`config.mk`:
```
export PLATFORM = sky130hd
export DESIGN_NAME = mlp_ram
export DESIGN_NICKNAME = d
export VERILOG_FILES = /design/src/sv/assert_macros.svh /design/src/sv/mlp_ram.sv
export SDC_FILE = /design/constraint.sdc
export NUM_CORES = 1
export LEC_CHECK = 0
export ABC_AREA = 1
export BUFFER_PORTS_ARGS = -buffer_cell sky130_fd_sc_hd__clkbuf_2
export CAP_MARGIN = 20
export CORE_MARGIN = 8
export CORE_UTILIZATION = 36
export CTS_CLUSTER_DIAMETER = 150
export DETAILED_ROUTE_END_ITERATION = 7
export SLEW_MARGIN = 20
export SYNTH_ARGS = -nofsm -noshare
export SYNTH_HDL_FRONTEND = slang
export SYNTH_SLANG_ARGS = --single-unit
```
`constraint.sdc`:
```
create_clock -name i_clk -period 2.5 [get_ports i_clk]
set_clock_uncertainty 0.1 [all_clocks]
set_input_delay 0.5 -clock i_clk [delete_from_list [all_inputs] [get_ports i_clk]]
set_output_delay 0.5 -clock i_clk [all_outputs]
set_load 0.01 [all_outputs]
```
`src/sv/assert_macros.svh`:
```
// Assertion helpers included by the inference engine.
`ifndef ASSERT_MACROS_SVH
`define ASSERT_MACROS_SVH
`ifndef SYNTH
`define ASSERT_IMPL(lbl, clk, rst_n, prop) \
    lbl: assert property (@(posedge clk) disable iff (!(rst_n)) (prop)) \
        else $error("assertion failed");
`define ASSERT_NEXT(lbl, clk, rst_n, pre, post) \
    lbl: assert property (@(posedge clk) disable iff (!(rst_n)) (pre) |=> (post)) \
        else $error("assertion failed");
`else
`define ASSERT_IMPL(lbl, clk, rst_n, prop)
`define ASSERT_NEXT(lbl, clk, rst_n, pre, post)
`endif
`endif

```
`src/sv/mlp_ram.sv`:
```
module mlp_ram #(
    parameter int WIDTH = 32,
    parameter int DEPTH = 16
) (
    input  logic                     i_clk,
    input  logic                     i_we,
    input  logic [$clog2(DEPTH)-1:0] i_waddr,
    input  logic [WIDTH-1:0]         i_wdata,
    input  logic [$clog2(DEPTH)-1:0] i_raddr,
    output logic [WIDTH-1:0]         o_rdata
);
    logic [WIDTH-1:0] r_mem [DEPTH];
    logic [WIDTH-1:0] r_rdata;

    always_ff @(posedge i_clk) begin
        if (i_we) begin
            r_mem[i_waddr] <= i_wdata;
        end
        r_rdata <= r_mem[i_raddr];
    end

    assign o_rdata = r_rdata;
endmodule

```
==> flow_summary.rst <==
.. list-table::
   :header-rows: 1

   * - Metric
     - Value
   * - Setup Slack @ Placement
     - 414 ps
   * - Syn_nets
     - 2162
   * - Min-Delay Path Depth
     - 1
   * - Die X-Extent
     - 267 microns
   * - Result of the run
     - finished, final reports clean
   * - Ys Warns
     - 0
   * - Initial cell density of the core
     - 0.362
   * - Total buffers and inverters traversed by the critical path
     - 1
   * - Number of synthesized register bits
     - 544
   * - Via Count
     - 14400
   * - Number of failing setup endpoints in the final timing report
     - 0
   * - Portion of total power attributed to sequential cells
     - 0.532
   * - Cell-internal power
     - 0.0150 W
   * - DR pass1 iterations
     - 5
   * - Number of primary I/O pins
     - 74
   * - Final max-slew violation count
     - 0
   * - Classification of the worst setup path
     - flop to output pin
   * - Post-detailed-routing wire length
     - 52900 microns
   * - Crit path max-delay cell type
     - dfxtp_1
   * - Fin crit share
     - 0.693
   * - Die outline area
     - 0.0714 sq mm
   * - Part of the total power dissipated in the clock network
     - 0.405
   * - Gate count of the mapped netlist
     - 2120
   * - Post-layout min period
     - 1730 ps
   * - Sink count of the clock tree
     - 544
   * - Via count of the first global-routing pass
     - 14100
   * - CTS Buffer Depth
     - 3
   * - Path depth of the worst reg2reg path
     - 6
   * - Final std cells w/o fill
     - 3076
   * - DRC errors left
     - 0
   * - Quantity of hold-fixing buffers added after cts
     - 0
   * - Final antenna-violating net count
     - 0
   * - Design Area, Final
     - 0.0260 sq mm
   * - Peak Freq
     - 577 MHz
   * - Worst hold path startpoint
     - i_wdata[2]
   * - GRT overflow
     - 0
   * - Switching power
     - 0.00423 W
   * - HP Class
     - input pin to flop
   * - Slew headroom
     - 0.612
   * - Worst flop-to-flop path endpoint
     - o_rdata[10]
   * - Vert. Die Dim
     - 267 microns
   * - Share of post-route cells with drive strength above 1
     - 0.0955
   * - RR Startpoint
     - r_mem[9][10]
   * - Most frequent standard cell in the layout excluding fill and tap cells
     - nand2_1
   * - Placed Instances
     - 2978
   * - Switching part of the total
     - 0.219
   * - Routability-driven placement congestion ratio
     - 0.758
   * - Total half-perimeter wirelength after legalization and detailed placement
     - 28400 microns
   * - Critical path cell sequence
     - clkbuf_2
   * - Standby leakage power
     - 10.9 nW
   * - Row count
     - 92
   * - Number of max-cap violations
     - 0
   * - Pin slew with the least headroom to its limit
     - 582 ps
   * - Detailed-route wire length per cell
     - 17.2 microns
   * - Type of element capturing the critical path
     - output pin
   * - Worst Path Required
     - 1900 ps
   * - Setup repair after global routing missed its margin
     - false
   * - Clock tree from TritonCTS
     - built
   * - Core outline area
     - 0.0627 sq mm
   * - Distinct cell type count of the synthesized netlist
     - 15
   * - Count of filler cells inserted in the layout
     - 5816
   * - Sequential-to-total area share from yosys stat
     - 0.705
   * - Pin count of the biggest net entering global routing
     - 99
   * - Worst-case setup margin in the final layout
     - 768 ps
   * - Combined area of all synthesized cells
     - 0.0227 sq mm
   * - Placed inst area
     - 0.0243 sq mm
   * - Worst-skew pair later-pin latency
     - 610 ps
   * - Hold Path End
     - r_mem[14][2]
   * - Hold violation count in the final report
     - 0
   * - Number of buffers created by CTS
     - 53
   * - Gates resized, CTS repair
     - 0
   * - Syn Area/Cell
     - 10.7 sq um
   * - Combinational fraction of design power
     - 0.063
   * - Total GRT Usage
     - 0.147
   * - Final nets
     - 2229
   * - Worst vdd ir
     - 0.000502 V
   * - Slowest stage delay, CP
     - 370 ps
   * - Number of antenna cells inserted
     - 0
   * - Startpoint kind of the worst setup timing path
     - flop
   * - Clock tree root driver cell
     - clkbuf_16
   * - Detailed Route Iter0 Violations
     - 1038
   * - Minimum setup slack among reg-to-reg paths
     - 1380 ps
   * - Final sum of negative setup slack
     - 0 ps
   * - Drt via density
     - 4.68
   * - CTS H-tree depth
     - 2
   * - Commonest cells after routing, fill and taps aside
     - 677 x nand2_1, 512 x edfxtp_1, 386 x inv_1, 385 x nand3_1, 70 x clkbuf_2
   * - Power Density
     - 743 mW/mm^2
   * - Category of cells accounting for the largest share of critical-path delay
     - flip-flops
   * - Antenna violations before repair
     - 1
   * - Critical path arrival
     - 1130 ps
   * - Setup Fix Bufs, Post-CTS
     - 0
   * - Layout area overhead
     - 14.2%
   * - Maximum fanout along the worst path
     - 1
   * - Clock-pin slew on the worst setup and hold paths
     - 60 ps
   * - Global-route wire length before repair
     - 81400 microns
   * - Number of port buffers
     - 73
==> registers in the layout, summed over array words and instances, names as in the netlist <==
signal   count
r_mem      512
o_rdata     32
==> cell type report <==
type | instances | area, sq um | area share
sequential | 544 | 16000 | 0.617
multi-input combinational | 1081 | 4670 | 0.180
inverter | 390 | 1470 | 0.0567
clock buffer | 72 | 1460 | 0.0562
tap | 846 | 1060 | 0.0408
timing repair buffer | 117 | 1060 | 0.0407
clock inverter | 26 | 229 | 0.00882
==> worst max path at each step <==
| stage | cells after the start | startpoint | end |
|---|---|---|---|
| 4_1_cts | 1 | o_rdata[3] | o_rdata[3] |
| 5_1_grt | 1 | o_rdata[12] | o_rdata[12] |
| 3_3_place_gp | 8 | i_raddr[0] | o_rdata[6] |
| 6_report | 1 | o_rdata[12] | o_rdata[12] |
| 3_5_place_dp | 8 | i_raddr[0] | o_rdata[6] |
| 2_1_floorplan | 2 | i_waddr[2] | r_mem[10][0] |
==> worst register-to-register path: stages, from the launching register on <==
cell	delay [ps]
edfxtp_1	360
inv_1	60
nand2_1	40
nand3_1	90
nand3_1	90
nand3_1	120
nand2_1	130
==> routing by layer <==
metal / up-vias / share of wire / track usage
met4: 2 / 0.020 / 0.0438
li1: 6972 / - / -
met1: 6880 / 0.44 / 0.193
met3: 85 / 0.070 / 0.0298
met2: 449 / 0.47 / 0.244
met5: - / 0.00025 / 0
==> logic make-up (layout without fill, tap and decap cells) <==
logic type,count (synthesis),in the layout,share of synthesized area
buffers and inverters,495,605,0.0954
DFF,544,544,0.705
and+or+nand+nor,1081,1081,0.200
==> per-stage QoR <==
step / hold slack, ps / util / total power, W
CTS: 184 / 0.414 / 0.0195
detailed placement: 536 / 0.387 / 0.0117
global route: 223 / 0.414 / 0.0199
floorplan: 499 / - / 0.0112
global placement: 528 / 0.387 / 0.0117
finish: 215 / 0.414 / 0.0193
==> synth_stat cells, drive strengths merged <==
library cell,number,share of area
dfxtp,32,0.028
edfxtp,512,0.68
nor2,17,0.0028
clkbuf,14,0.0023
nand3,385,0.085
inv,390,0.065
nand2,677,0.11
nand3b,2,0.00066
buf,91,0.029
==> power by group through the flow <==
stage	combinational, W	sequential [W]	clock, W
after floorplan	0.000697	0.0105	0
after global placement	0.00120	0.0104	0
after detailed placement	0.00122	0.0105	0
after CTS	0.00123	0.0103	0.00800
after global routing	0.00135	0.0103	0.00833
final	0.00121	0.0103	0.00781
No activity file was read; power rests on OpenSTA's default activity.
